--- src/rtl/lhmru_ram.sv ---
`timescale 1ns / 1ps

module lhmru_ram #(
    parameter int WIDTH = 8,
    parameter int DEPTH = 16
) (
    input  logic                     clk,
    input  logic                     wr_en,
    input  logic [$clog2(DEPTH)-1:0] wr_addr,
    input  logic [WIDTH-1:0]         wr_data,
    input  logic                     rd_en,
    input  logic [$clog2(DEPTH)-1:0] rd_addr,
    output logic [WIDTH-1:0]         rd_data
);

    logic [WIDTH-1:0] mem [DEPTH];

    // One write port, one registered read port; data holds without rd_en
    always_ff @(posedge clk)
    begin
        if (wr_en)
        begin
            mem[wr_addr] <= wr_data;
        end
        if (rd_en)
        begin
            rd_data <= mem[rd_addr];
        end
    end

endmodule

--- config.mk ---
export PLATFORM = sky130hd
export DESIGN_NAME = lhmru_ram
export DESIGN_NICKNAME = d
export VERILOG_FILES = /design/src/rtl/lhmru_ram.sv
export SDC_FILE = /design/constraint.sdc
export NUM_CORES = 1
export LEC_CHECK = 0
export BUFFER_PORTS_ARGS = -buffer_cell sky130_fd_sc_hd__buf_2
export CAP_MARGIN = 40
export CELL_PAD_IN_SITES_DETAIL_PLACEMENT = 0
export CELL_PAD_IN_SITES_GLOBAL_PLACEMENT = 1
export CORE_MARGIN = 2
export CORE_UTILIZATION = 53
export CTS_CLUSTER_SIZE = 12
export DETAILED_ROUTE_END_ITERATION = 6
export HOLD_SLACK_MARGIN = 0.1
export PLACE_DENSITY = 0.77
export SYNTH_ARGS = -nofsm -noshare
export SYNTH_HDL_FRONTEND = slang
export SYNTH_SLANG_ARGS = --single-unit
export TNS_END_PERCENT = 50
--- constraint.sdc ---
create_clock -name clk -period 2.43 [get_ports clk]
set_clock_uncertainty 0.05 [all_clocks]
set_input_delay 0.243 -clock clk [delete_from_list [all_inputs] [get_ports clk]]
set_output_delay 0.243 -clock clk [all_outputs]
set_load 0.03 [all_outputs]
# After elaboration in Yosys (flattened, before gate mapping)
# Memory sizes are Yosys's and may differ from the RTL's. A register that Yosys moved wholly into a read port is not among the register bits.
# Index checks and enable logic that the tools add are counted.
# classes
n_mux	2
# op_table
cell	n
$mux W1	2
# totals
regBits	0
ramBits	128
out_inout_bits	8
wordCells	3
mem_count	1
# mem_list
name	words	word_bits	read_ports	rd_clocked_by_memory_dff	wr	line	rtl
mem	16	8	1	1	1	16	logic [WIDTH-1:0] mem [DEPTH];

# Logic depth before layout (Yosys ltp)
# logic_depth
word_depth	2
mapped_depth	5
depth_no_buf	3

# Least setup slack after synthesis
# Ideal clock, no wire load.
# synth_path
path_type	input port to flip-flop
startpoint	input wr_addr[2]
endpoint	memory mem[0][0] (enable)
setup_ns	0.383
arrival_time_ns	1.353
slack_ns	0.644
cell_stages	2
path_buffers	0
cell_sequence	or3b_2 -> nor3_1
# synth_rtl
item	line	rtl
from (decl)	9	input logic [$clog2(DEPTH)-1:0] wr_addr,
to (decl)	16	
# No word-level cell before the write port.

==> results_tabular.tex <==
\begin{tabular}{lr}
\hline
Metric & Value \\
\hline
\multicolumn{2}{l}{\textbf{Run}} \\
\quad Max-cap check violation count & 0 \\
\multicolumn{2}{l}{\textbf{CTS}} \\
\quad Clock tree root buffer cell & sky130\_fd\_sc\_hd\_\_clkbuf\_8 \\
\quad Clock latency on the worst-skew pair & 0.52 ns \\
\quad Number of levels in the clock H-tree & 4 \\
\quad Clock slew at the register clock pins of the worst setup and hold paths & 0.06 ns \\
\quad Maximum count of clock buffers along a single path & 2 \\
\quad Total CTS buffers & 17 \\
\quad Num Clock Sinks & approximately 140 \\
\quad TritonCTS clock tree & yes \\
\quad Setup Fix Bufs, Post-CTS & 0 \\
\quad Post-cts repair resize count & 0 \\
\multicolumn{2}{l}{\textbf{Global route}} \\
\quad Number of global-route vias before repair & 2606 \\
\quad Pin count of the biggest net entering global routing & 33 \\
\quad Wire length of the first global-routing pass & 15.3 mm \\
\quad Total Routing Usage GR & 20.9\% \\
\quad Initial antenna violation count & 0 \\
\quad Remaining global-route overflow & 0 \\
\multicolumn{2}{l}{\textbf{Cells and area}} \\
\quad Relative area change from synthesis to final layout & 20.3\% \\
\quad Fraction of final layout cells sized beyond drive strength 1 & 29.4\% \\
\quad Storage cell area & 4080 um2 \\
\quad Filler Cells Inserted & 642 \\
\quad Multi-input gate area in the final layout & 1060 um2 \\
\quad Post-route cell area & 6290 um2 \\
\quad Number of antenna cells inserted & 0 \\
\quad Final Net Count & 310 \\
\multicolumn{2}{l}{\textbf{Logic synthesis}} \\
\quad Yosys warning total & 0 \\
\quad Share of Yosys cell area claimed by the top area cell type & 78.1\% \\
\quad Post-synth top cells & sky130\_fd\_sc\_hd\_\_edfxtp\_1 (136), sky130\_fd\_sc\_hd\_\_mux4\_2 (18), sky130\_fd\_sc\_hd\_\_a22oi\_1 (16) \\
\quad Top cells by area, synth & sky130\_fd\_sc\_hd\_\_edfxtp\_1 (78\%), sky130\_fd\_sc\_hd\_\_mux4\_2 (7.8\%), sky130\_fd\_sc\_hd\_\_mux4\_1 (7.0\%) \\
\quad Post-synthesis instance total & between 200 and 250 \\
\quad Number of library cell types mapped by synthesis & 18 \\
\quad Most common flop cell mapped by yosys & sky130\_fd\_sc\_hd\_\_edfxtp\_1 \\
\quad Number of nets produced by synthesis & about 250 \\
\quad Most frequently used cell type in the post-synthesis netlist & sky130\_fd\_sc\_hd\_\_edfxtp\_1 \\
\quad Dominant cell type by area after synthesis & sky130\_fd\_sc\_hd\_\_edfxtp\_1 \\
\quad Register bit count reported by yosys & 136 \\
\quad Mean area per synthesized cell & about 23 um2 \\
\quad Syn Std Cell Area & 5230 um2 \\
\quad Number of enable flip-flop cells after synthesis & roughly 140 \\
\quad Async set or reset register ratio after synthesis & 0\% \\
\quad Proportion of synthesized chip area in sequential cells & around four fifths \\
\multicolumn{2}{l}{\textbf{Power and ir drop}} \\
\quad Standby leakage power & $\sim$2.1 nW \\
\quad Peak ir drop on the vdd network & roughly 0.59 mV \\
\quad Total power divided by cell area & 881 nW/um2 \\
\multicolumn{2}{l}{\textbf{Timing}} \\
\quad Final Slew Violations & 0 \\
\quad Post-Route Hold Slack & between 0.2 and 0.25 ns \\
\quad Tightest slew margin relative to the limit & between 50\% and 60\% \\
\quad Actual slew at the worst max-slew pin & around 0.71 ns \\
\quad Setup TNS Final & 0 ns \\
\quad Final min period & 1.53 ns \\
\quad Final worst-path cycle share & 62.9\% \\
\quad Setup Viol. Count Final & 0 \\
\quad RSZ-0062 raised after global routing & false \\
\quad Maximum frequency from static timing analysis & between 600 and 700 MHz \\
\quad Final number of hold-violating endpoints & 0 \\
\multicolumn{2}{l}{\textbf{Worst setup path}} \\
\quad Slowest library cell on the worst path & sky130\_fd\_sc\_hd\_\_mux4\_1 \\
\quad Internal reg-to-reg setup slack & 0.90 ns \\
\quad Ordered cell list for the critical path & mux4\_1, a22oi\_1, nand2\_1 \\
\quad CP required & around 2.6 ns \\
\quad Critical path arrival & about 1.7 ns \\
\quad Worst reg2reg path startpoint & mem[2][3] \\
\quad Endpoint of the worst register-to-register path & rd\_data[3] \\
\quad Startpoint-to-endpoint class of the critical path & register to register \\
\quad Logic depth of the worst register-to-register path & 3 \\
\quad Category of the worst setup path launch point & register \\
\quad End point of the critical path & rd\_data[3] \\
\quad Worst stage delay on the critical path & 0.51 ns \\
\quad Maximum fanout encountered on the critical timing path & 1 \\
\quad Worst setup path startpoint & mem[2][3] \\
\quad Type of element capturing the critical path & register \\
\multicolumn{2}{l}{\textbf{Route}} \\
\quad Number of antenna-violating nets in the routed design & 0 \\
\quad Initial DRT Pass Iterations & 4 \\
\quad DRC errors left & 0 \\
\quad Top layer used by detailed routing & met4 \\
\quad Overall routed net length & 9.95 mm \\
\quad Met3 wire length & between 700 and 800 um \\
\quad Total length of routed met2 wires & 4.88 mm \\
\quad Average routed wire per standard cell & around 23 um \\
\quad Vias post-DR & 2518 \\
\quad Initial detailed-routing violation count & 163 \\
\quad Detailed-route vias per instance & 5.78 \\
\quad Met1 Wirelength & 4.29 mm \\
\multicolumn{2}{l}{\textbf{Floorplanning}} \\
\quad Floorplan core area & 9680 um2 \\
\quad Die Area & about 11000 um2 \\
\quad I/O pin cnt & 27 \\
\quad Initial Util & 54.0\% \\
\quad Die width & 103 um \\
\quad Row count & 36 \\
\quad DIE HEIGHT & 103 um \\
\multicolumn{2}{l}{\textbf{Place}} \\
\quad Number of port buffers & 26 \\
\quad Detailed Place HPWL & 6.09 mm \\
\quad Routability Congestion & 0.736 \\
\quad Area of placed instances & about 5600 um2 \\
\multicolumn{2}{l}{\textbf{Worst hold path}} \\
\quad Worst min-delay path class & input port to register \\
\multicolumn{2}{l}{\textbf{Status}} \\
\quad Outcome & completed \\
\hline
\end{tabular}
-- cells by family (layout without fill, tap and decap cells) --
kind of cell / count (synthesis) / count (layout) / share of synthesized area [%]
flops: 136 / 136 / 78.1
simple gates: 35 / 35 / 3.14
mux: 32 / 32 / 14.8
compound gates: 16 / 16 / 2.30
buf+inv: 10 / 84 / 1.65
-- metrics by stage --
stage	utilization [%]	cells	power (mW)	setup slack, ns
floorplan	-	229	2.86	0.644
global placement	57.8	396	2.96	0.527
detailed placement	57.8	396	2.97	0.540
CTS	65.0	436	5.59	0.896
global route	65.0	436	5.71	0.822
finish	65.0	436	5.54	0.902
-- layout by cell type (no fill, tap or decap) --
master                            n
sky130_fd_sc_hd__edfxtp_1       136
sky130_fd_sc_hd__buf_2           26
sky130_fd_sc_hd__mux4_2          18
sky130_fd_sc_hd__a22oi_1         16
sky130_fd_sc_hd__clkbuf_16       16
sky130_fd_sc_hd__buf_4           16
sky130_fd_sc_hd__mux4_1          14
sky130_fd_sc_hd__nor2_1          13
sky130_fd_sc_hd__nand2_1          9
sky130_fd_sc_hd__dlygate4sd3_1    9
sky130_fd_sc_hd__bufinv_16        5
sky130_fd_sc_hd__nor3_1           4
sky130_fd_sc_hd__clkinv_2         4
sky130_fd_sc_hd__clkinv_1         3
sky130_fd_sc_hd__nand3b_1         2
sky130_fd_sc_hd__nand2b_1         2
sky130_fd_sc_hd__clkbuf_1         2
sky130_fd_sc_hd__buf_12           2
sky130_fd_sc_hd__nor2b_1          1
sky130_fd_sc_hd__and2_1           1
sky130_fd_sc_hd__and2b_1          1
sky130_fd_sc_hd__nand3_1          1
sky130_fd_sc_hd__or3b_2           1
sky130_fd_sc_hd__clkbuf_8         1
-- critical path, delay by kind of cell, from the launching register on --
family | cells | cell delay (ns)
AOI/OAI and AO/OA | 1 | 0.27
DFF | 1 | 0.36
and+or+nand+nor | 1 | 0.09
muxes | 1 | 0.51
-- how the worst min path moves through the flow --
stage	startpoint	slack (ns)	endpoint	depth (start not counted)
finish	wr_addr[0]	0.25	mem[4][6]	3
global route	wr_addr[0]	0.26	mem[0][7]	3
CTS	wr_addr[0]	0.23	mem[0][7]	3
detailed placement	rd_en	0.58	rd_data[3]	1
global placement	wr_data[0]	0.58	mem[5][0]	1
floorplan	wr_data[0]	0.29	mem[0][0]	0
-- routing by layer --
layer,global-route usage (%),vias up
li1,-,1108
met1,28.7,1288
met2,32.8,114
met3,6.85,8
met4,6.17,0
met5,0,-
-- registers in the layout, indices dropped and copies added, names as in the netlist --
| signal | count |
|---|---|
| mem | 128 |
| rd_data | 8 |
-- cell type report --
cell class,count,area share (%)
repair buffers,53,6.05
clock buffers,19,6.70
well taps,133,2.65
multi-input cells,83,16.8
flip-flops and latches,136,64.9
clock inverters,12,2.88
-- power by group --
group          internal [mW]  total [mW]  switching, mW  leakage [nW]
logic                  0.112       0.271          0.159         0.616
registers               2.64        2.66         0.0137          1.24
clock network           1.74        2.61          0.871         0.298
total                   4.50        5.54           1.04          2.15
-- timing repair --
action	in CTS	in global routing
endpoints found under the hold margin	136	0
hold buffers	9	0
endpoints found under the setup margin	0	0
Note: power is estimated with default switching activity, not from simulation.
